<file path="src/rtl/stp_pkg.sv">
// Shared constants and types for the screen tile partitioner.
package stp_pkg;

    localparam int unsigned MAX_TILES_DEF     = 64;
    localparam int unsigned SHADE_ENTRIES_DEF = 32;
    localparam int unsigned DIM_W             = 14;
    localparam int unsigned POS_W             = 13;
    localparam int unsigned CNT_W             = 7;
    localparam int unsigned IDX_W             = 6;
    localparam int unsigned GREY_W            = 8;
    localparam int unsigned AREA_W            = 27;
    localparam int unsigned DIM_MAX           = 8192;

    typedef enum logic [2:0] {
        DIV_AREA_CNT,
        DIV_SW_SIDE,
        DIV_CNT_COLS,
        DIV_TSW_CNT,
        DIV_SH_T
    } div_sel_t;

    typedef struct packed {
        logic     load;
        logic     div_start;
        div_sel_t div_sel;
        logic     sqrt_start;
        logic     col_init;
        logic     col_setup;
        logic     tile_adv;
    } stp_cmd_t;

    typedef struct packed {
        logic in_bad;
        logic div_done;
        logic sqrt_done;
        logic side_zero;
        logic cols_bad;
        logic last_row;
        logic last_col;
    } stp_sts_t;

endpackage

</file>
<file path="src/rtl/screen_tile_partitioner_unit.sv">
// Top level of the screen tile partitioner.
//
// channel  | ports | direction | contents
// request  | s_*   | in        | screen_width, screen_height, tile_count
// tile     | m_*   | out       | one transfer per tile, or one error transfer
//
// Setup runs three divides and the root after the request transfer. Each column
// then needs two divides before its tiles leave at one per cycle while m_ready.
// The shared bit-serial divider sets the pace. One request is in work at a time.
// Reset is synchronous, active low, and returns the controller to idle.
// A stalled m_ready holds the current tile; s_ready stays low until the last transfer.
module screen_tile_partitioner_unit #(
    parameter int unsigned MAX_TILES     = stp_pkg::MAX_TILES_DEF,
    parameter int unsigned SHADE_ENTRIES = stp_pkg::SHADE_ENTRIES_DEF
) (
    input  logic                         aclk,
    input  logic                         aresetn,
    input  logic                         s_valid,
    output logic                         s_ready,
    input  logic [stp_pkg::DIM_W-1:0]    s_screen_width,
    input  logic [stp_pkg::DIM_W-1:0]    s_screen_height,
    input  logic [stp_pkg::CNT_W-1:0]    s_tile_count,
    output logic                         m_valid,
    input  logic                         m_ready,
    output logic [stp_pkg::IDX_W-1:0]    m_tile_index,
    output logic [stp_pkg::POS_W-1:0]    m_tile_x,
    output logic [stp_pkg::POS_W-1:0]    m_tile_y,
    output logic [stp_pkg::DIM_W-1:0]    m_tile_width,
    output logic [stp_pkg::DIM_W-1:0]    m_tile_height,
    output logic [stp_pkg::GREY_W-1:0]   m_grey_level,
    output logic                         m_error_flag,
    output logic                         m_last_tile
);
    stp_pkg::stp_cmd_t cmd;
    stp_pkg::stp_sts_t sts;
    logic err;
    logic [stp_pkg::IDX_W-1:0]  d_index;
    logic [stp_pkg::POS_W-1:0]  d_x, d_y;
    logic [stp_pkg::DIM_W-1:0]  d_w, d_h;
    logic [stp_pkg::GREY_W-1:0] d_grey;
    logic d_last;

    stp_controller u_ctrl (
        .aclk(aclk), .aresetn(aresetn), .in_valid(s_valid), .in_ready(s_ready),
        .out_valid(m_valid), .out_ready(m_ready), .out_err(err), .cmd(cmd), .sts(sts)
    );

    stp_datapath #(.MAX_TILES(MAX_TILES), .SHADE_ENTRIES(SHADE_ENTRIES)) u_dp (
        .aclk(aclk), .aresetn(aresetn), .cmd(cmd), .sts(sts),
        .in_width(s_screen_width), .in_height(s_screen_height), .in_count(s_tile_count),
        .o_index(d_index), .o_x(d_x), .o_y(d_y), .o_width(d_w), .o_height(d_h),
        .o_grey(d_grey), .o_last(d_last)
    );

    assign m_tile_index  = err ? '0 : d_index;
    assign m_tile_x      = err ? '0 : d_x;
    assign m_tile_y      = err ? '0 : d_y;
    assign m_tile_width  = err ? '0 : d_w;
    assign m_tile_height = err ? '0 : d_h;
    assign m_grey_level  = err ? '0 : d_grey;
    assign m_error_flag  = err;
    assign m_last_tile   = err | d_last;

    a_no_overlap: assert property (@(posedge aclk) disable iff (!aresetn)
        !(s_ready && m_valid)) else $error("input ready while result pending");
    a_err_last: assert property (@(posedge aclk) disable iff (!aresetn)
        (m_valid && m_error_flag) |-> m_last_tile) else $error("error not last");
    a_last_idle: assert property (@(posedge aclk) disable iff (!aresetn)
        (m_valid && m_ready && m_last_tile) |=> s_ready) else $error("no return to idle");
endmodule

</file>
<file path="src/rtl/stp_divider.sv">
// Restoring radix-2 divider, one quotient bit per cycle.
module stp_divider #(
    parameter int unsigned W = 27
) (
    input  logic         aclk,
    input  logic         aresetn,
    input  logic         start,
    input  logic [W-1:0] dividend,
    input  logic [W-1:0] divisor,
    output logic         done,
    output logic [W-1:0] quotient,
    output logic [W-1:0] remainder
);
    localparam int unsigned CW = $clog2(W + 1);

    logic [W-1:0]  q_reg, q_next;
    logic [W-1:0]  r_reg, r_next;
    logic [W-1:0]  d_reg, d_next;
    logic [CW-1:0] n_reg, n_next;
    logic          busy_reg, busy_next;
    logic          done_reg, done_next;
    logic [W:0]    trial;

    always_comb begin
        q_next    = q_reg;
        r_next    = r_reg;
        d_next    = d_reg;
        n_next    = n_reg;
        busy_next = busy_reg;
        done_next = 1'b0;
        trial     = {r_reg, q_reg[W-1]};
        if (start) begin
            q_next    = dividend;
            r_next    = '0;
            d_next    = divisor;
            n_next    = CW'(W);
            busy_next = 1'b1;
        end else if (busy_reg) begin
            if (trial >= {1'b0, d_reg}) begin
                r_next = W'(trial - {1'b0, d_reg});
                q_next = {q_reg[W-2:0], 1'b1};
            end else begin
                r_next = trial[W-1:0];
                q_next = {q_reg[W-2:0], 1'b0};
            end
            n_next = n_reg - 1'b1;
            if (n_reg == CW'(1)) begin
                busy_next = 1'b0;
                done_next = 1'b1;
            end
        end
    end

    always_ff @(posedge aclk) begin
        if (!aresetn) begin
            busy_reg <= 1'b0;
            done_reg <= 1'b0;
        end else begin
            busy_reg <= busy_next;
            done_reg <= done_next;
        end
        q_reg <= q_next;
        r_reg <= r_next;
        d_reg <= d_next;
        n_reg <= n_next;
    end

    assign done      = done_reg;
    assign quotient  = q_reg;
    assign remainder = r_reg;
endmodule

</file>
<file path="src/rtl/stp_sqrt.sv">
// Digit-by-digit integer square root, two radicand bits per cycle.
module stp_sqrt #(
    parameter int unsigned W = 28
) (
    input  logic           aclk,
    input  logic           aresetn,
    input  logic           start,
    input  logic [W-1:0]   radicand,
    output logic           done,
    output logic [W/2-1:0] root
);
    localparam int unsigned H  = W / 2;
    localparam int unsigned CW = $clog2(H + 1);

    logic [W-1:0]  v_reg, v_next;
    logic [H+1:0]  rem_reg, rem_next;
    logic [H-1:0]  r_reg, r_next;
    logic [CW-1:0] n_reg, n_next;
    logic          busy_reg, busy_next;
    logic          done_reg, done_next;
    logic [H+1:0]  cur, trial;

    always_comb begin
        v_next    = v_reg;
        rem_next  = rem_reg;
        r_next    = r_reg;
        n_next    = n_reg;
        busy_next = busy_reg;
        done_next = 1'b0;
        cur       = {rem_reg[H-1:0], v_reg[W-1:W-2]};
        trial     = {r_reg, 2'b01};
        if (start) begin
            v_next    = radicand;
            rem_next  = '0;
            r_next    = '0;
            n_next    = CW'(H);
            busy_next = 1'b1;
        end else if (busy_reg) begin
            v_next = {v_reg[W-3:0], 2'b00};
            if (cur >= trial) begin
                rem_next = cur - trial;
                r_next   = {r_reg[H-2:0], 1'b1};
            end else begin
                rem_next = cur;
                r_next   = {r_reg[H-2:0], 1'b0};
            end
            n_next = n_reg - 1'b1;
            if (n_reg == CW'(1)) begin
                busy_next = 1'b0;
                done_next = 1'b1;
            end
        end
    end

    always_ff @(posedge aclk) begin
        if (!aresetn) begin
            busy_reg <= 1'b0;
            done_reg <= 1'b0;
        end else begin
            busy_reg <= busy_next;
            done_reg <= done_next;
        end
        v_reg   <= v_next;
        rem_reg <= rem_next;
        r_reg   <= r_next;
        n_reg   <= n_next;
    end

    assign done = done_reg;
    assign root = r_reg;
endmodule

</file>
<file path="src/rtl/stp_datapath.sv">
// Datapath: operand registers, shared divider and root unit, tile walk.
module stp_datapath #(
    parameter int unsigned MAX_TILES     = stp_pkg::MAX_TILES_DEF,
    parameter int unsigned SHADE_ENTRIES = stp_pkg::SHADE_ENTRIES_DEF
) (
    input  logic                         aclk,
    input  logic                         aresetn,
    input  stp_pkg::stp_cmd_t            cmd,
    output stp_pkg::stp_sts_t            sts,
    input  logic [stp_pkg::DIM_W-1:0]    in_width,
    input  logic [stp_pkg::DIM_W-1:0]    in_height,
    input  logic [stp_pkg::CNT_W-1:0]    in_count,
    output logic [stp_pkg::IDX_W-1:0]    o_index,
    output logic [stp_pkg::POS_W-1:0]    o_x,
    output logic [stp_pkg::POS_W-1:0]    o_y,
    output logic [stp_pkg::DIM_W-1:0]    o_width,
    output logic [stp_pkg::DIM_W-1:0]    o_height,
    output logic [stp_pkg::GREY_W-1:0]   o_grey,
    output logic                         o_last
);
    localparam int unsigned DW = stp_pkg::DIM_W;
    localparam int unsigned CN = stp_pkg::CNT_W;
    localparam int unsigned AW = stp_pkg::AREA_W;
    localparam int unsigned SW = 28;

    logic [DW-1:0] sw_reg, sh_reg, x_reg, cw_reg, rh_reg, y_reg;
    logic [CN-1:0] cnt_reg, cols_reg, base_reg, extra_reg, col_reg, t_reg, j_reg;
    logic [CN-1:0] k_reg, shd_reg;
    logic [AW-1:0] area_reg, tsw_reg;
    stp_pkg::div_sel_t op_reg;

    logic [AW-1:0] dv_a, dv_b, dv_q, dv_r;
    logic          dv_done;
    logic [SW/2-1:0] sq_root;
    logic          sq_done;
    logic [CN-1:0] t_now;
    logic [DW-1:0] cw_fix;
    logic [AW-1:0] tsw_mul;

    always_comb begin
        case (cmd.div_sel)
            stp_pkg::DIV_AREA_CNT: begin dv_a = area_reg; dv_b = AW'(cnt_reg); end
            stp_pkg::DIV_SW_SIDE:  begin dv_a = AW'(sw_reg); dv_b = AW'(sq_root); end
            stp_pkg::DIV_CNT_COLS: begin dv_a = AW'(cnt_reg); dv_b = AW'(cols_reg); end
            stp_pkg::DIV_TSW_CNT:  begin dv_a = tsw_reg; dv_b = AW'(cnt_reg); end
            stp_pkg::DIV_SH_T:     begin dv_a = AW'(sh_reg); dv_b = AW'(t_reg); end
            default:               begin dv_a = '0; dv_b = '1; end
        endcase
    end

    stp_divider #(.W(AW)) u_div (
        .aclk(aclk), .aresetn(aresetn), .start(cmd.div_start),
        .dividend(dv_a), .divisor(dv_b), .done(dv_done),
        .quotient(dv_q), .remainder(dv_r)
    );

    stp_sqrt #(.W(SW)) u_sqrt (
        .aclk(aclk), .aresetn(aresetn), .start(cmd.sqrt_start),
        .radicand(SW'(dv_q)), .done(sq_done), .root(sq_root)
    );

    assign t_now   = (extra_reg != '0) ? base_reg + 1'b1 : base_reg;
    assign tsw_mul = AW'(t_now) * AW'(sw_reg);
    assign cw_fix  = (col_reg == cols_reg - 1'b1) ? sw_reg - x_reg
                                                  : {dv_q[DW-1:3], 3'b000};

    always_ff @(posedge aclk) begin
        if (cmd.load) begin
            sw_reg   <= in_width;
            sh_reg   <= in_height;
            cnt_reg  <= in_count;
            area_reg <= AW'(in_width) * AW'(in_height);
        end
        if (cmd.div_start)
            op_reg <= cmd.div_sel;
        if (op_reg == stp_pkg::DIV_SW_SIDE && dv_done)
            cols_reg <= CN'(dv_q);
        if (cmd.col_init) begin
            base_reg <= CN'(dv_q);
            extra_reg <= CN'(dv_r);
            col_reg  <= '0;
            x_reg    <= '0;
            k_reg    <= '0;
            shd_reg  <= '0;
        end
        if (cmd.col_setup) begin
            t_reg   <= t_now;
            tsw_reg <= tsw_mul;
            if (extra_reg != '0)
                extra_reg <= extra_reg - 1'b1;
        end
        if (op_reg == stp_pkg::DIV_TSW_CNT && dv_done)
            cw_reg <= cw_fix;
        if (op_reg == stp_pkg::DIV_SH_T && dv_done) begin
            rh_reg <= DW'(dv_q);
            y_reg  <= '0;
            j_reg  <= '0;
        end
        if (cmd.tile_adv) begin
            k_reg   <= k_reg + 1'b1;
            shd_reg <= (shd_reg == CN'(SHADE_ENTRIES - 1)) ? '0 : shd_reg + 1'b1;
            if (j_reg == t_reg - 1'b1) begin
                x_reg   <= x_reg + cw_reg;
                col_reg <= col_reg + 1'b1;
            end else begin
                j_reg <= j_reg + 1'b1;
                y_reg <= y_reg + rh_reg;
            end
        end
    end

    always_comb begin
        sts.in_bad = (in_count == '0) || (in_count > CN'(MAX_TILES)) ||
                     (in_width == '0) || (in_height == '0) ||
                     (in_width > DW'(stp_pkg::DIM_MAX)) ||
                     (in_height > DW'(stp_pkg::DIM_MAX));
        sts.div_done  = dv_done;
        sts.sqrt_done = sq_done;
        sts.side_zero = (sq_root == '0);
        sts.cols_bad  = (dv_q == '0) || (dv_q > AW'(cnt_reg));
        sts.last_row  = (j_reg == t_reg - 1'b1);
        sts.last_col  = (col_reg == cols_reg - 1'b1);
    end

    logic [CN+2:0] grey_raw;
    assign grey_raw = (CN+3)'(shd_reg + 1'b1) << 3;

    assign o_index  = stp_pkg::IDX_W'(k_reg);
    assign o_x      = stp_pkg::POS_W'(x_reg);
    assign o_y      = stp_pkg::POS_W'(y_reg);
    assign o_width  = cw_reg;
    assign o_height = sts.last_row ? sh_reg - y_reg : rh_reg;
    assign o_grey   = (grey_raw > (CN+3)'(255)) ? 8'd255 : 8'(grey_raw);
    assign o_last   = (k_reg + 1'b1 == cnt_reg);
endmodule

</file>
<file path="src/rtl/stp_controller.sv">
// Controller state machine sequencing setup, columns and tile emission.
module stp_controller (
    input  logic              aclk,
    input  logic              aresetn,
    input  logic              in_valid,
    output logic              in_ready,
    output logic              out_valid,
    input  logic              out_ready,
    output logic              out_err,
    output stp_pkg::stp_cmd_t cmd,
    input  stp_pkg::stp_sts_t sts
);
    typedef enum logic [3:0] {
        S_IDLE, S_AREA, S_SQRT, S_COLS, S_BASE, S_CSET, S_CW, S_RH, S_EMIT, S_ERR
    } state_t;

    state_t state_reg, state_next;
    stp_pkg::div_sel_t sel_reg, sel_next;

    assign in_ready  = (state_reg == S_IDLE);
    assign out_valid = (state_reg == S_EMIT) || (state_reg == S_ERR);
    assign out_err   = (state_reg == S_ERR);

    always_comb begin
        state_next = state_reg;
        sel_next   = sel_reg;
        cmd        = '0;
        cmd.div_sel = sel_reg;
        case (state_reg)
            S_IDLE: if (in_valid) begin
                cmd.load = 1'b1;
                if (sts.in_bad) state_next = S_ERR;
                else state_next = S_AREA;
            end
            S_AREA: begin
                cmd.div_start = 1'b1;
                cmd.div_sel   = stp_pkg::DIV_AREA_CNT;
                sel_next      = stp_pkg::DIV_AREA_CNT;
                state_next    = S_SQRT;
            end
            S_SQRT: begin
                if (sts.div_done) cmd.sqrt_start = 1'b1;
                if (sts.sqrt_done) begin
                    if (sts.side_zero) state_next = S_ERR;
                    else begin
                        cmd.div_start = 1'b1;
                        cmd.div_sel   = stp_pkg::DIV_SW_SIDE;
                        sel_next      = stp_pkg::DIV_SW_SIDE;
                        state_next    = S_COLS;
                    end
                end
            end
            S_COLS: if (sts.div_done) begin
                if (sts.cols_bad) state_next = S_ERR;
                else state_next = S_BASE;
            end
            S_BASE: begin
                cmd.div_start = 1'b1;
                cmd.div_sel   = stp_pkg::DIV_CNT_COLS;
                sel_next      = stp_pkg::DIV_CNT_COLS;
                if (sts.div_done) begin
                    cmd.div_start = 1'b0;
                    cmd.col_init  = 1'b1;
                    state_next    = S_CSET;
                end else if (sel_reg == stp_pkg::DIV_CNT_COLS) begin
                    cmd.div_start = 1'b0;
                end
            end
            S_CSET: begin
                cmd.col_setup = 1'b1;
                state_next    = S_CW;
            end
            S_CW: begin
                cmd.div_sel = stp_pkg::DIV_TSW_CNT;
                if (sel_reg != stp_pkg::DIV_TSW_CNT) begin
                    cmd.div_start = 1'b1;
                    sel_next      = stp_pkg::DIV_TSW_CNT;
                end else if (sts.div_done) begin
                    cmd.div_start = 1'b1;
                    cmd.div_sel   = stp_pkg::DIV_SH_T;
                    sel_next      = stp_pkg::DIV_SH_T;
                    state_next    = S_RH;
                end
            end
            S_RH: if (sts.div_done) state_next = S_EMIT;
            S_EMIT: if (out_ready) begin
                cmd.tile_adv  = 1'b1;
                if (sts.last_row) begin
                    if (sts.last_col) state_next = S_IDLE;
                    else state_next = S_CSET;
                end
            end
            S_ERR: if (out_ready) state_next = S_IDLE;
            default: state_next = S_IDLE;
        endcase
    end

    always_ff @(posedge aclk) begin
        if (!aresetn) begin
            state_reg <= S_IDLE;
            sel_reg   <= stp_pkg::DIV_AREA_CNT;
        end else begin
            state_reg <= state_next;
            sel_reg   <= sel_next;
        end
    end
endmodule
</file>
<file path="config.mk">
export PLATFORM = sky130hd
export DESIGN_NAME = screen_tile_partitioner_unit
export DESIGN_NICKNAME = d
export VERILOG_FILES = /design/src/rtl/stp_pkg.sv /design/src/rtl/screen_tile_partitioner_unit.sv /design/src/rtl/stp_divider.sv /design/src/rtl/stp_sqrt.sv /design/src/rtl/stp_datapath.sv /design/src/rtl/stp_controller.sv
export SDC_FILE = /design/constraint.sdc
export NUM_CORES = 1
export LEC_CHECK = 0
export BUFFER_PORTS_ARGS = -buffer_cell sky130_fd_sc_hd__buf_2
export CAP_MARGIN = 20
export CORE_UTILIZATION = 38
export CTS_BUF_LIST = sky130_fd_sc_hd__clkbuf_4 sky130_fd_sc_hd__clkbuf_8
export CTS_CLUSTER_DIAMETER = 100
export DETAILED_ROUTE_END_ITERATION = 10
export MAX_ROUTING_LAYER = met4
export PLACE_DENSITY = 0.61
export SETUP_SLACK_MARGIN = 0.02
export SYNTH_ARGS = -nofsm -noshare
export SYNTH_HDL_FRONTEND = slang
export SYNTH_SLANG_ARGS = --single-unit
</file>
<file path="constraint.sdc">
create_clock -name aclk -period 8.3 [get_ports aclk]
set_input_delay 1.245 -clock aclk [delete_from_list [all_inputs] [get_ports aclk]]
set_output_delay 1.245 -clock aclk [all_outputs]
set_load 0.01 [all_outputs]
</file>
==> impl_metrics.prom, run 1 <==
# TYPE chip_impl_metric gauge
chip_impl_metric{name="synthesis.nets",unit=""} 3652
chip_impl_metric{name="design.core.area",unit="sq um"} 74800
chip_impl_metric{name="drtAntennaViolNets",unit=""} 0
chip_impl_metric{name="total_leakage_power",unit="uW"} 0.0140
chip_impl_metric{name="synthCells",unit=""} 3168
chip_impl_metric{name="post_synth_xor_area_fraction",unit="%"} 5.15
chip_impl_metric{name="ys.warnings.count",unit=""} 0
chip_impl_metric{name="ys_async_sr_fraction",unit="%"} 0
chip_impl_metric{name="synth.ff_latch_count",unit=""} 343
chip_impl_metric{name="synth-compound-area-share",unit="%"} 12.2
chip_impl_metric{name="clkSlewWorstSetupHoldPaths",unit="ps"} 60
chip_impl_metric{name="largest_net_degree_at_the_start_of_global_routing",unit=""} 67
chip_impl_metric{name="drt_wl_total",unit="mm"} 75.8
chip_impl_metric{name="avgRoutedWirePerCell",unit="um"} 17.8
chip_impl_metric{name="area_growth",unit="%"} 9.66
chip_impl_metric{name="die_width",unit="um"} 278
chip_impl_metric{name="max_stage_delay_on_crit_path",unit="ps"} 550
chip_impl_metric{name="ff2ff_setup_slack",unit="ps"} 1520
chip_impl_metric{name="cts_max_path_buffers",unit=""} 3
chip_impl_metric{name="remaining_drc_errors",unit=""} 0
chip_impl_metric{name="finClkSkew",unit="ps"} 54.4
chip_impl_metric{name="post_synth_instance_area",unit="sq um"} 28900
chip_impl_metric{name="nFillCells",unit=""} 7428
chip_impl_metric{name="synth_largest_type_area_fraction",unit="%"} 22.6
chip_impl_metric{name="hpwlAfterDp",unit="mm"} 56.8
chip_impl_metric{name="min_path_cells",unit=""} 2
chip_impl_metric{name="first_global_vias",unit=""} 21700
chip_impl_metric{name="post-cts-setup-buffers",unit=""} 0
chip_impl_metric{name="average_size_of_a_mapped_cell",unit="sq um"} 9.12
chip_impl_metric{name="design.die.area",unit="sq um"} 77200
chip_impl_metric{name="area_of_the_multi_input_gates",unit="sq um"} 18000
chip_impl_metric{name="drt-vias-per-instance",unit=""} 5.27
chip_impl_info{name="whs_endpoint",value="u_dp.u_div.remainder[14]"} 1
chip_impl_metric{name="max_freq",unit="GHz"} 0.144
chip_impl_metric{name="synth_adder_area_share",unit="%"} 24.6
chip_impl_metric{name="cts_max_level",unit=""} 2
chip_impl_metric{name="fin_tns_setup",unit="ps"} 0
chip_impl_metric{name="initialDrtViolationCount",unit=""} 1767
chip_impl_metric{name="portBuffers",unit=""} 110
chip_impl_metric{name="first_pass_grt_wire_length",unit="mm"} 120
chip_impl_metric{name="worstPathMaxFanout",unit=""} 16
chip_impl_metric{name="synth_sequential_area_ratio",unit="%"} 31.3
chip_impl_info{name="synth_largest_area_cell",value="sky130_fd_sc_hd__edfxtp_1"} 1
chip_impl_metric{name="max_slew_margin",unit="%"} 33.4
chip_impl_metric{name="routed-via-count",unit=""} 22400
chip_impl_info{name="combinational_family_with_the_most_area_after_synthesis",value="adder cells"} 1
chip_impl_metric{name="worstPathArrival",unit="ps"} 7370
chip_impl_metric{name="final_period_minus_worst_setup_slack",unit="ps"} 6960
chip_impl_info{name="critPathLaunchType",value="input pin"} 1
chip_impl_info{name="synth_area_leaders",value="sky130_fd_sc_hd__edfxtp_1 23%, sky130_fd_sc_hd__fa_1 14%, sky130_fd_sc_hd__ha_1 10%"} 1
chip_impl_metric{name="finalMaxSlewViolations",unit=""} 0
chip_impl_metric{name="layout-drive-gt1-share",unit="%"} 9.09
chip_impl_metric{name="synth.distinct_cells",unit=""} 82
chip_impl_metric{name="num_io_pins",unit=""} 111
chip_impl_metric{name="share_of_synthesized_area_spent_on_multiplexers",unit="%"} 1.99
chip_impl_info{name="cp_cell_sequence",value="buf_2, and2_1, fa_1, inv_1, fa_1, inv_1, fa_1, inv_1, fa_1, inv_1, fa_1, inv_1, fa_1, inv_1, ha_1, a21o_1, a21oi_1, o211ai_1, a221oi_1, o211ai_1, a211oi_1, o21bai_1, a21oi_1, xnor2_1"} 1
chip_impl_metric{name="vdd.ir_drop.worst",unit="mV"} 0.214
chip_impl_metric{name="die_h",unit="um"} 278
chip_impl_info{name="critPathKind",value="input pin to flop"} 1
chip_impl_metric{name="path_depth_of_the_worst_reg2reg_path",unit=""} 23
chip_impl_metric{name="final_core_utilization",unit="%"} 42.4
chip_impl_metric{name="post_cts_resized",unit=""} 0
chip_impl_info{name="slowest_stage",value="sky130_fd_sc_hd__fa_1"} 1
chip_impl_info{name="tritoncts",value="built"} 1
chip_impl_info{name="timing.critical_path.to_type",value="flop"} 1
chip_impl_info{name="worstReg2RegEnd",value="u_dp.tsw_reg[15]"} 1
chip_impl_metric{name="post-route-period-util",unit="%"} 83.9
chip_impl_metric{name="grt_util_overall",unit="%"} 20.3
chip_impl_info{name="worstHoldStart",value="u_dp.u_div.remainder[13]"} 1
chip_impl_metric{name="setup_violations",unit=""} 0
chip_impl_metric{name="timing.max_cap.violations",unit=""} 0
chip_impl_metric{name="synth_enable_flop_cells",unit=""} 218
chip_impl_metric{name="hold_viol_final",unit=""} 0
chip_impl_metric{name="cts_inserted_buffers",unit=""} 61
chip_impl_metric{name="global_route.overflow_total",unit=""} 0
chip_impl_info{name="r2r-start",value="u_dp.extra_reg[0]"} 1
chip_impl_info{name="run_status",value="completed"} 1
chip_impl_info{name="unrepaired_setup_endpoints_after_global_routing",value="no"} 1
chip_impl_metric{name="critical_path_required",unit="ps"} 8710
chip_impl_metric{name="power.density",unit="nW/um^2"} 371
chip_impl_info{name="synth-main-ff-cell",value="sky130_fd_sc_hd__edfxtp_1"} 1
chip_impl_metric{name="synth_simple_gate_area_share",unit="%"} 18.2
chip_impl_metric{name="register_area",unit="sq um"} 9050
chip_impl_metric{name="dr.pass1.iters",unit=""} 5
chip_impl_info{name="min-delay-path-class",value="flop to flop"} 1
chip_impl_metric{name="cts.sink_count",unit=""} 343
chip_impl_metric{name="flip_flop_count_of_the_largest_register_all_copies_and_words_added",unit=""} 28
chip_impl_metric{name="place.gp.congestion",unit=""} 0.905
chip_impl_metric{name="grt_antenna_before_repair",unit=""} 6
chip_impl_metric{name="initial_utilization",unit="%"} 38.6
chip_impl_metric{name="timing_worst_slew_pin_value",unit="ps"} 990
chip_impl_metric{name="finalNetCount",unit=""} 3723
chip_impl_info{name="clock-root-buffer",value="sky130_fd_sc_hd__clkbuf_8"} 1
chip_impl_metric{name="rows",unit=""} 100
chip_impl_metric{name="cts.hold.buffers_added",unit=""} 0
chip_impl_metric{name="clock_insertion_delay_worst_skew",unit="ps"} 710
==> Yosys cell counts, drive strengths merged, types with 5 or more instances <==
library cell / number
or2: 8
o2111ai: 9
mux2: 19
a41o: 10
nor2b: 46
a211oi: 17
nand2: 413
o21ai: 162
nor2: 234
edfxtp: 218
fa: 204
a31oi: 34
dfxtp: 125
a22oi: 8
nand3: 82
buf: 25
xor2: 52
a21boi: 5
or3: 12
a311oi: 21
o41ai: 8
and2: 158
o21a: 18
mux2i: 36
a31o: 6
o21bai: 14
nor4: 20
xnor2: 118
a21o: 35
a221oi: 11
nand2b: 28
nor3b: 5
ha: 241
inv: 358
and3: 30
clkbuf: 107
a21oi: 135
o31ai: 7
o211ai: 13
nand4: 17
nor3: 43
==> worst max path at each step <==
stage / start / end / slack, ps / depth (start not counted)
detailed placement: s_screen_height[4] / u_dp.area_reg[26] / 670 / 24
global placement: s_screen_width[6] / u_dp.area_reg[26] / 700 / 24
finish: s_screen_width[6] / u_dp.area_reg[26] / 1340 / 24
floorplan: s_screen_width[8] / u_dp.area_reg[26] / 1310 / 22
CTS: s_screen_height[4] / u_dp.area_reg[26] / 1390 / 24
global route: s_screen_height[4] / u_dp.area_reg[26] / 1000 / 24
==> area by class of cell <==
cell class,instances,area share [%]
Timing Repair Buffer,140,2.55
Antenna cell,4,0.0316
Clock inverter,32,0.797
Inverter,358,4.24
Sequential cell,343,28.6
Multi-Input combinational cell,2335,56.8
Tap cell,969,3.83
Clock buffer,82,3.21
==> per-stage QoR <==
step	setup slack (ps)	hold WS [ps]	cells	area [sq um]	total power, uW
after floorplan	1310	448	3168	28900	8380
after global placement	699	475	4143	30400	10000
after detailed placement	673	482	4143	30400	10100
after CTS	1390	489	4257	31600	11800
after global routing	1000	513	4263	31700	12900
final	1340	486	4263	31700	11800
==> cells by family (layout without fill, tap and decap cells) <==
| group | after synthesis | after routing |
|---|---|---|
| compound gates | 552 | 552 |
| xor+xnor | 170 | 170 |
| fa+ha+maj | 445 | 445 |
| buf+inv | 490 | 612 |
| flops | 343 | 343 |
| mux | 55 | 55 |
| other cells | 0 | 4 |
| simple gates | 1113 | 1113 |
==> placed cells by master, fill, tap and decap left out, types with 8 or more instances in the layout <==
| cell type | synthesis | layout |
|---|---|---|
| sky130_fd_sc_hd__a211oi_1 | 15 | 15 |
| sky130_fd_sc_hd__a21o_1 | 35 | 35 |
| sky130_fd_sc_hd__a21oi_1 | 135 | 135 |
| sky130_fd_sc_hd__a221oi_1 | 11 | 11 |
| sky130_fd_sc_hd__a22oi_1 | 8 | 8 |
| sky130_fd_sc_hd__a311oi_1 | 21 | 21 |
| sky130_fd_sc_hd__a31oi_1 | 34 | 34 |
| sky130_fd_sc_hd__a41o_1 | 10 | 10 |
| sky130_fd_sc_hd__and2_1 | 158 | 157 |
| sky130_fd_sc_hd__and3_1 | 30 | 30 |
| sky130_fd_sc_hd__buf_2 | 15 | 110 |
| sky130_fd_sc_hd__buf_4 | 4 | 28 |
| sky130_fd_sc_hd__clkbuf_4 | 0 | 18 |
| sky130_fd_sc_hd__clkbuf_8 | 0 | 64 |
| sky130_fd_sc_hd__clkinv_1 | 0 | 11 |
| sky130_fd_sc_hd__clkinv_2 | 0 | 13 |
| sky130_fd_sc_hd__dfxtp_1 | 125 | 123 |
| sky130_fd_sc_hd__edfxtp_1 | 218 | 218 |
| sky130_fd_sc_hd__fa_1 | 204 | 204 |
| sky130_fd_sc_hd__ha_1 | 241 | 241 |
| sky130_fd_sc_hd__inv_1 | 356 | 355 |
| sky130_fd_sc_hd__mux2_2 | 19 | 19 |
| sky130_fd_sc_hd__mux2i_1 | 36 | 36 |
| sky130_fd_sc_hd__nand2_1 | 413 | 413 |
| sky130_fd_sc_hd__nand2b_1 | 28 | 28 |
| sky130_fd_sc_hd__nand3_1 | 82 | 82 |
| sky130_fd_sc_hd__nand4_1 | 17 | 17 |
| sky130_fd_sc_hd__nor2_1 | 233 | 232 |
| sky130_fd_sc_hd__nor2b_1 | 46 | 46 |
| sky130_fd_sc_hd__nor3_1 | 39 | 39 |
| sky130_fd_sc_hd__nor4_1 | 19 | 19 |
| sky130_fd_sc_hd__o2111ai_1 | 9 | 9 |
| sky130_fd_sc_hd__o211ai_1 | 13 | 13 |
| sky130_fd_sc_hd__o21a_1 | 18 | 18 |
| sky130_fd_sc_hd__o21ai_0 | 155 | 155 |
| sky130_fd_sc_hd__o21bai_1 | 14 | 14 |
| sky130_fd_sc_hd__or3_1 | 12 | 12 |
| sky130_fd_sc_hd__xnor2_1 | 118 | 118 |
| sky130_fd_sc_hd__xor2_1 | 52 | 52 |
==> critical path, delay by kind of cell <==
kind | cells | cell delay, ps
fa+ha+maj | 7 | 3410
compound gates | 8 | 1890
buf+inv | 7 | 530
simple gates | 1 | 200
xor+xnor | 1 | 70
==> metal layers <==
layer  GRT usage (%)  vias to the layer above  routed length, um
met5               -                        -                  0
met4            5.81                        0               1640
met2            30.5                      616              33200
met3            3.20                       97               4870
li1                -                    10900                  -
met1            28.2                    10800              36100
==> where the power goes <==
group          internal, uW  total (uW)  switching (uW)
sequential             2610        3110             498
clock                   897        1660             765
combinational          2960        6990            4040
total                  6470       11800            5300
(Power assumes the default switching activity.)
==> inputs of run 2 (changes only) <==
- PLACE_DENSITY: 0.61 -> 0.63
- clock period: 8.3 -> 6.27 ns (I/O delays scaled with it)
==> impl_metrics.prom, run 2 (synthesized netlist as in run 1, its figures left out) <==
# TYPE chip_impl_metric gauge
chip_impl_metric{name="place.gp.congestion",unit=""} 0.911
chip_impl_metric{name="timing.max_cap.violations",unit=""} 0
chip_impl_metric{name="design.die.area",unit="sq um"} 77200
chip_impl_metric{name="area_growth",unit="%"} 15.0
chip_impl_metric{name="finalHoldWorstSlack",unit="ps"} 488
chip_impl_info{name="final_common_cell",value="sky130_fd_sc_hd__nand2_1"} 1
chip_impl_info{name="critPathLaunchType",value="flop"} 1
chip_impl_metric{name="setup_violations",unit=""} 0
chip_impl_metric{name="area_of_the_multi_input_gates",unit="sq um"} 18300
chip_impl_metric{name="routed-via-count",unit=""} 23100
chip_impl_metric{name="clock_insertion_delay_worst_skew",unit="ps"} 660
chip_impl_metric{name="initialDrtViolationCount",unit=""} 1610
chip_impl_metric{name="drt-vias-per-instance",unit=""} 5.23
chip_impl_metric{name="remaining_drc_errors",unit=""} 0
chip_impl_metric{name="hold_viol_final",unit=""} 0
chip_impl_metric{name="max_freq",unit="GHz"} 0.165
chip_impl_metric{name="worstPathMaxFanout",unit=""} 8
chip_impl_metric{name="post-route-worst-setup-slack",unit="ps"} 197
chip_impl_metric{name="critical_path_required",unit="ps"} 6680
chip_impl_metric{name="die_h",unit="um"} 278
chip_impl_metric{name="clkSlewWorstSetupHoldPaths",unit="ps"} 70
chip_impl_metric{name="flip_flop_count_of_the_largest_register_all_copies_and_words_added",unit=""} 28
chip_impl_metric{name="summed_area_of_non_filler_cells_in_the_final_layout",unit="sq um"} 33200
chip_impl_metric{name="post-route-period-util",unit="%"} 96.9
chip_impl_metric{name="dr.pass1.iters",unit=""} 5
chip_impl_metric{name="drt_wl_total",unit="mm"} 76.7
chip_impl_info{name="critPathKind",value="flop to flop"} 1
chip_impl_metric{name="place_worst_setup_slack",unit="ps"} -417
chip_impl_metric{name="hpwlAfterDp",unit="mm"} 58.0
chip_impl_metric{name="total_leakage_power",unit="uW"} 0.0148
chip_impl_metric{name="register_area",unit="sq um"} 9050
chip_impl_metric{name="portBuffers",unit=""} 110
chip_impl_metric{name="cts_max_path_buffers",unit=""} 3
chip_impl_info{name="tritoncts",value="built"} 1
chip_impl_info{name="clock-root-buffer",value="sky130_fd_sc_hd__clkbuf_8"} 1
chip_impl_metric{name="die_width",unit="um"} 278
chip_impl_metric{name="initial_utilization",unit="%"} 38.6
chip_impl_info{name="run_status",value="completed"} 1
chip_impl_metric{name="num_io_pins",unit=""} 111
chip_impl_metric{name="nFillCells",unit=""} 7286
chip_impl_metric{name="first_global_vias",unit=""} 22600
chip_impl_metric{name="worstPathArrival",unit="ps"} 6480
chip_impl_metric{name="finClkSkew",unit="ps"} 46.9
chip_impl_info{name="timing.critical_path.to_type",value="flop"} 1
chip_impl_metric{name="dpl-instance-area",unit="sq um"} 31500
chip_impl_info{name="critical-path-top-cell-by-count",value="sky130_fd_sc_hd__fa_1"} 1
chip_impl_metric{name="final_core_utilization",unit="%"} 44.4
chip_impl_metric{name="first_pass_grt_wire_length",unit="mm"} 124
chip_impl_metric{name="rows",unit=""} 100
chip_impl_metric{name="layout-drive-gt1-share",unit="%"} 14.7
chip_impl_metric{name="max_stage_delay_on_crit_path",unit="ps"} 530
chip_impl_metric{name="finalMaxSlewViolations",unit=""} 0
chip_impl_metric{name="report.power.total",unit="uW"} 17100
chip_impl_metric{name="largest_net_degree_at_the_start_of_global_routing",unit=""} 67
chip_impl_metric{name="timing_worst_slew_pin_value",unit="ps"} 1040
chip_impl_info{name="mostFrequentLayoutCells",value="410 x sky130_fd_sc_hd__nand2_1, 349 x sky130_fd_sc_hd__inv_1, 230 x sky130_fd_sc_hd__nor2_1"} 1
chip_impl_metric{name="grt_util_overall",unit="%"} 20.7
chip_impl_metric{name="vdd.ir_drop.worst",unit="mV"} 0.455
chip_impl_metric{name="cts.sink_count",unit=""} 343
chip_impl_metric{name="drtAntennaViolNets",unit=""} 0
chip_impl_metric{name="global_route.overflow_total",unit=""} 0
chip_impl_metric{name="path_depth_of_the_worst_reg2reg_path",unit=""} 27
chip_impl_metric{name="power.density",unit="nW/um^2"} 515
chip_impl_info{name="slowest_stage",value="sky130_fd_sc_hd__fa_1"} 1
chip_impl_metric{name="cts_max_level",unit=""} 3
chip_impl_metric{name="cts.hold.buffers_added",unit=""} 0
chip_impl_metric{name="design.core.area",unit="sq um"} 74800
chip_impl_metric{name="grt_antenna_before_repair",unit=""} 2
chip_impl_metric{name="min_path_cells",unit=""} 2
chip_impl_metric{name="finalNetCount",unit=""} 3868
chip_impl_metric{name="cts_inserted_buffers",unit=""} 66
chip_impl_metric{name="final_period_minus_worst_setup_slack",unit="ps"} 6070
chip_impl_metric{name="max_slew_margin",unit="%"} 30.7
chip_impl_info{name="min-delay-path-class",value="flop to flop"} 1
chip_impl_metric{name="avgRoutedWirePerCell",unit="um"} 17.4
chip_impl_info{name="unrepaired_setup_endpoints_after_global_routing",value="yes"} 1
run 2: cell count changes in the layout (fill, tap and decap cells not counted), moves of 5 or more:
cell / delta
sky130_fd_sc_hd__a21oi_1: -9
sky130_fd_sc_hd__a21oi_2: +9
sky130_fd_sc_hd__and2_1: -7
sky130_fd_sc_hd__and2_4: +7
sky130_fd_sc_hd__buf_4: +130
sky130_fd_sc_hd__buf_6: +5
sky130_fd_sc_hd__clkbuf_8: +7
sky130_fd_sc_hd__ha_1: -13
sky130_fd_sc_hd__ha_4: +9
sky130_fd_sc_hd__inv_1: -6
sky130_fd_sc_hd__inv_2: +6
sky130_fd_sc_hd__o21ai_0: -6
sky130_fd_sc_hd__o21ai_1: +5
run 2: area by class of cell:
cell class                 count  share of cell area, %
multi-input combinational   2335                   55.0
sequential                   343                   27.2
timing repair buffer         280                   5.86
inverter                     358                   4.04
tap                          969                   3.65
clock buffer                  89                   3.35
clock inverter                32                  0.873
antenna                        1                0.00753
run 2: critical path, delay by kind of cell (launching register included):
kind                     cells  cell delay, ps
AO/OA/AOI/OAI                5             850
XOR/XNOR                     2             320
adder cells (fa/ha/maj)      6            2440
buffers and inverters        7             490
flip-flops                   1             320
AND/OR/NAND/NOR              7            1420
run 2: what timing repair did:
item,in CTS,in global routing
pin swaps,2,52
setup buffers,2,7
hold endpoints to repair,0,0
resized for setup,4,43
endpoints found under the setup margin,5,11
run 2: report_power, final:
part	internal, uW	switching, uW	total [uW]
clock network	1370	1020	2390
logic	4890	5730	10600
registers	3460	646	4110
run 2: through the flow:
stage	TNS, ps	instances
final	0	4407
after global routing	-33.2	4407
after CTS	0	4396
after detailed placement	-1870	4273
after global placement	-1670	4273
after floorplan	0	3168
run 2: metal layers:
| layer | global-route usage (%) | wire [um] | up-vias |
|---|---|---|---|
| met4 | 5.14 | 1310 | 0 |
| li1 | - | - | 11200 |
| met3 | 2.61 | 3870 | 91 |
| met1 | 29.2 | 37500 | 11200 |
| met5 | - | 0 | - |
| met2 | 31.3 | 34100 | 596 |
run 2: final timing paths:
| kind | startpoint | end | slack, ps |
|---|---|---|---|
| setup / recovery | u_dp.extra_reg[1] | u_dp.tsw_reg[20] | 200 |
| hold / removal | u_dp.u_div.remainder[15] | u_dp.u_div.remainder[16] | 490 |
| setup reg to reg | u_dp.extra_reg[1] | u_dp.tsw_reg[20] | 200 |
| hold reg to reg | u_dp.u_div.remainder[15] | u_dp.u_div.remainder[16] | 490 |
